### config.mk
export PLATFORM = sky130hd
export DESIGN_NAME = mavg_div
export DESIGN_NICKNAME = d
export VERILOG_FILES = /design/src/hdl/mavg_pkg.sv /design/src/hdl/mavg_div.sv
export SDC_FILE = /design/constraint.sdc
export NUM_CORES = 1
export LEC_CHECK = 0
export BUFFER_PORTS_ARGS = -buffer_cell sky130_fd_sc_hd__clkbuf_2
export CORE_ASPECT_RATIO = 1.4
export CORE_MARGIN = 3
export CORE_UTILIZATION = 50
export CTS_BUF_LIST = sky130_fd_sc_hd__clkbuf_8
export DETAILED_ROUTE_END_ITERATION = 12
export GPL_TIMING_DRIVEN = 1
export PLACE_DENSITY = 0.72
export REMOVE_ABC_BUFFERS = 1
export SYNTH_ARGS = -nofsm -noshare
export SYNTH_HDL_FRONTEND = slang
export SYNTH_SLANG_ARGS = --single-unit
### constraint.sdc
create_clock -name clock -period 5.5 [get_ports clock]
set_clock_uncertainty 0.05 [all_clocks]
set_input_delay 0.275 -clock clock [delete_from_list [all_inputs] [get_ports clock]]
set_output_delay 0.275 -clock clock [all_outputs]
set_load 0.02 [all_outputs]
### src/hdl/mavg_pkg.sv
`timescale 1ns / 1ps
// shared constants for the three-axis moving average block
// no dependencies

package mavg_pkg;

   // default ring depth and sample width
   localparam int WINDOW_MAX_DEFAULT  = 64;
   localparam int SAMPLE_BITS_DEFAULT = 32;

   // width of the window register and of the sample count
   localparam int CNT_W   = 7;
   localparam int CNT_MAX = (2 ** CNT_W) - 1;

   // window size after reset
   localparam int DEFAULT_WINDOW = 10;

   // number of axes held per ring entry
   localparam int AXES = 3;

endpackage

### src/hdl/mavg_div.sv
`timescale 1ns / 1ps
// bit-serial signed by unsigned divider, truncates toward zero
// depends on mavg_pkg

module mavg_div #(
   parameter int SUM_BITS = 38,
   parameter int Q_BITS   = 32
) (
   input  logic                        clock,
   input  logic                        reset,
   input  logic                        start,
   input  logic signed [SUM_BITS-1:0]  dividend,
   input  logic [mavg_pkg::CNT_W-1:0]  divisor,
   output logic                        done,
   output logic signed [Q_BITS-1:0]    quotient
);
   import mavg_pkg::*;

   localparam int STEP_W = $clog2(SUM_BITS + 1);

   typedef enum logic [1:0] {
      DIV_IDLE,
      DIV_RUN,
      DIV_DONE
   } div_state_type;

   div_state_type         state_ff;
   logic [STEP_W-1:0]     step_ff;
   logic [SUM_BITS-1:0]   dq_ff;
   logic [CNT_W-1:0]      rem_ff;
   logic [CNT_W-1:0]      dsr_ff;
   logic                  neg_ff;

   logic [SUM_BITS-1:0]   mag;
   logic [CNT_W:0]        trial;
   logic [CNT_W:0]        diff;
   logic                  take;
   logic [CNT_W-1:0]      rem_in;
   logic [Q_BITS-1:0]     q_mag;

   // magnitude of the dividend, most negative value maps to its unsigned magnitude
   assign mag = dividend[SUM_BITS-1] ? (~dividend + SUM_BITS'(1)) : dividend;

   // one restoring step
   assign trial  = {rem_ff, dq_ff[SUM_BITS-1]};
   assign diff   = trial - {1'b0, dsr_ff};
   assign take   = ~diff[CNT_W];
   assign rem_in = take ? diff[CNT_W-1:0] : trial[CNT_W-1:0];

   always_ff @(posedge clock) begin
      if (reset) begin
         state_ff <= DIV_IDLE;
      end else if (start) begin
         state_ff <= DIV_RUN;
         step_ff  <= STEP_W'(SUM_BITS);
         dq_ff    <= mag;
         rem_ff   <= '0;
         dsr_ff   <= divisor;
         neg_ff   <= dividend[SUM_BITS-1];
      end else begin
         unique case (state_ff)
            DIV_IDLE: begin
               state_ff <= DIV_IDLE;
            end
            DIV_RUN: begin
               dq_ff   <= {dq_ff[SUM_BITS-2:0], take};
               rem_ff  <= rem_in;
               step_ff <= step_ff - STEP_W'(1);
               if (step_ff == STEP_W'(1)) begin
                  state_ff <= DIV_DONE;
               end
            end
            DIV_DONE: begin
               state_ff <= DIV_DONE;
            end
            default: begin
               state_ff <= DIV_IDLE;
            end
         endcase
      end
   end

   assign done     = (state_ff == DIV_DONE);
   assign q_mag    = dq_ff[Q_BITS-1:0];
   assign quotient = neg_ff ? (~q_mag + Q_BITS'(1)) : q_mag;

endmodule

==> summary.md <==
| Metric | Value |
|---|---|
| Gpl congestion | 0.9002 |
| Status | finished clean |
| Number of placed instances with taps included | 625 |
| Kind of start point of the critical path | flop |
| First DRT Iteration DRCs | 247 |
| Area grow syn2layout | 14.72% |
| CP arrival | 2.59 ns |
| Leakage Power | 1.923 nW |
| Final Hold Viols | 0 |
| Fraction of registers with async set or reset after synthesis | 0 |
| Initial Util | 0.5201 |
| # diodes | 0 |
| Most used DFF post-synth | edfxtp_1 |
| Highest clock rate | 342.6 MHz |
| Wire per inst | 16.91 um |
| CTS resizes | 0 |
| Setup TNS | 0 ns |
| H-tree levels | 3 |
| Worst rel slew slack | 0.2514 |
| Nets | just under 600 |
| Sink Count | 61 |
| Drt total wl | 10.82 mm |
| Total gr overflow | 0 |
| TritonCTS buffer count | 9 |
| Count of max-cap constraint violations | 0 |
| Clock buffer depth | 2 |
| Layout cells sized above 1 | 0.2336 |
| Vias in the first global route | 3728 |
| DP Wirelength | 7.987 mm |
| IO buf count | 80 |
| Vias/cell | roughly 6.0 |
| Worst-path clk slew | 0.07 ns |
| Hold WC Path Type | in -> reg |
| Slew Limit Fails | 0 |
| Post-synth EDFFs | 59 |
| Die area | ~0.010 mm2 |
| Synth Area per Inst | 9.868 um2 |
| Core box area | 0.008708 mm2 |
| Critical path type | reg -> out |
| DRC viols | 0 |
| First-pass GRT wire length | 17.85 mm |
| CP required | 5.18 ns |
| Total number of vias | between 3000 and 4000 |
| Die width | 86.44 um |
| Worst VDD drop | 0.1983 mV |
| Setup violators final | 0 |
| Total GRT Usage | 0.2194 |
| CP endpoint kind | primary output |
| Pwr dens | approximately 260 mW/mm2 |
| Router iterations before antenna repair | 4 |
| Overall die height | 118.6 um |
| Crit path time final | 2.919 ns |
| RSZ-0062 raised after global routing | false |
| CTS Root Cell | clkbuf_8 |
| Syn Inst Count | 459 |
| CTS tree | built |
| Sequential element share of the synthesized area | 0.4000 |
| Finished Layout Cells | 640 |
| Largest net degree at the start of global routing | 90 |
| Final period util | 0.5307 |
| Post-CTS setup buffers | 0 |
| IO Pins | 81 |
| Seq cells post-synth | 61 |
| Yosys cell types | 56 |
| CP Max Fanout | 6 |
| Yosys warnings | 0 |
| Hold_buf cts | 0 |
| Worst skew pair latency | 0.35 ns |
| R2r setup slk | 2.92 ns |
| Row count | 40 |
| Least-Margin Pin Slew | 1.123 ns |
| Antenna-violating nets left | 0 |
| Initial antenna violation count | 0 |
| Post-Syn Area | 0.004529 mm2 |
path summary, 6_finish.rpt:
check,to,cells past startpoint,startpoint
hold / removal,dsr_ff[3]$_DFFE_PP_,1,divisor[3]
setup reg to reg,rem_ff[0]$_SDFFCE_PP0P_,6,rem_ff[0]$_SDFFCE_PP0P_
hold reg to reg,state_ff[1]$_SDFFE_PP0P_,2,state_ff[1]$_SDFFE_PP0P_
setup / recovery,quotient[30],6,dq_ff[5]$_DFFE_PP_
cells by family (layout without fill, tap and decap cells):
| logic type | after synthesis | count (layout) | synth area share |
|---|---|---|---|
| flip-flops | 61 | 61 | 0.4000 |
| adder cells (fa/ha/maj) | 14 | 14 | 0.04033 |
| AND/OR/NAND/NOR | 141 | 141 | 0.1831 |
| multiplexers | 4 | 4 | 0.009116 |
| buffers and inverters | 40 | 116 | 0.03563 |
| AO/OA/AOI/OAI | 127 | 127 | 0.1925 |
| XOR/XNOR | 72 | 72 | 0.1392 |
state kept, by name, indices dropped and copies added (netlist names):
register / cells
neg_ff: 1
dq_ff: 38
step_ff: 6
rem_ff: 7
state_ff: 2
dsr_ff: 7
critical path: stages, from the launching register on:
cell and delay [ns]:
edfxtp_1 0.44, or4_4 0.58, nor3_1 0.39, nand3_2 0.19, o31ai_1 0.30, xnor2_1 0.16, clkbuf_2 0.19
layout by cell type (no fill, tap or decap), types with 10 or more instances in the layout:
cell type   n
o21ai_0    25
nand2b_1   10
nor2_1     49
edfxtp_1   59
clkbuf_2   80
o31ai_1    21
inv_1      19
a21oi_1    43
xnor2_1    35
ha_1       13
o41ai_1    12
nand2_1    17
xor2_1     37
power breakdown:
part           leakage [nW]  internal (mW)  total [mW]  switching (mW)
sequential            0.571          0.557       0.593          0.0360
combinational          1.25          0.134       0.338           0.204
clock                 0.106          0.248       0.431           0.182
total                  1.92          0.939        1.36           0.422
cell usage after synthesis (all sizes together), types with 2 or more instances:
library cell  count  area [um2]
a211oi            3       22.52
a21o              3       22.52
a21oi            43       215.2
buf               6       33.78
clkbuf           15       56.30
dfxtp             2       40.04
edfxtp           59        1772
ha               13       162.7
inv              19       71.32
mux2i             3       30.03
nand2            17       63.81
nand2b           10       62.56
nand3             7       50.05
nand3b            3       22.52
nand4             5       46.29
nand4b            2       17.52
nor2             50       187.7
nor2b             4       25.02
nor3              8       45.04
nor4              8       107.6
o21a              2       15.01
o21ai            25       125.1
o31ai            21       157.7
o41ai            19       219.0
or2               6       40.04
or3              10       67.56
or4               8       71.32
xnor2            35       306.5
xor2             37       324.1
routing by layer:
metal  global-route usage  share of wire
met3              0.04114          0.067
met4              0.09552          0.025
met2               0.3544           0.50
met5                    0              0
met1               0.2829           0.41
stage by stage:
step	cell area, um2	hold WS [ns]	setup WS [ns]	utilization	total power [mW]
3_3_place_gp	4994	0.4026	3.009	0.5734	0.9292
4_1_cts	5196	0.03101	2.549	0.5967	1.369
6_report	5196	0.04623	2.581	0.5967	1.361
5_1_grt	5196	0.03490	2.453	0.5967	1.427
2_1_floorplan	4439	0.2974	2.297	-	0.8154
3_5_place_dp	4994	0.4068	2.938	0.5734	0.9390
layout make-up:
type / instances / area, um2
fillers: 775 / 3512
multi-input cells: 358 / 2564
flip-flops and latches: 61 / 1812
repair buffers: 82 / 415.4
well taps: 105 / 131.4
clock buffers: 9 / 123.9
clock inverters: 6 / 78.83
inverters: 19 / 71.32
Note: power is estimated with default switching activity, not from simulation.
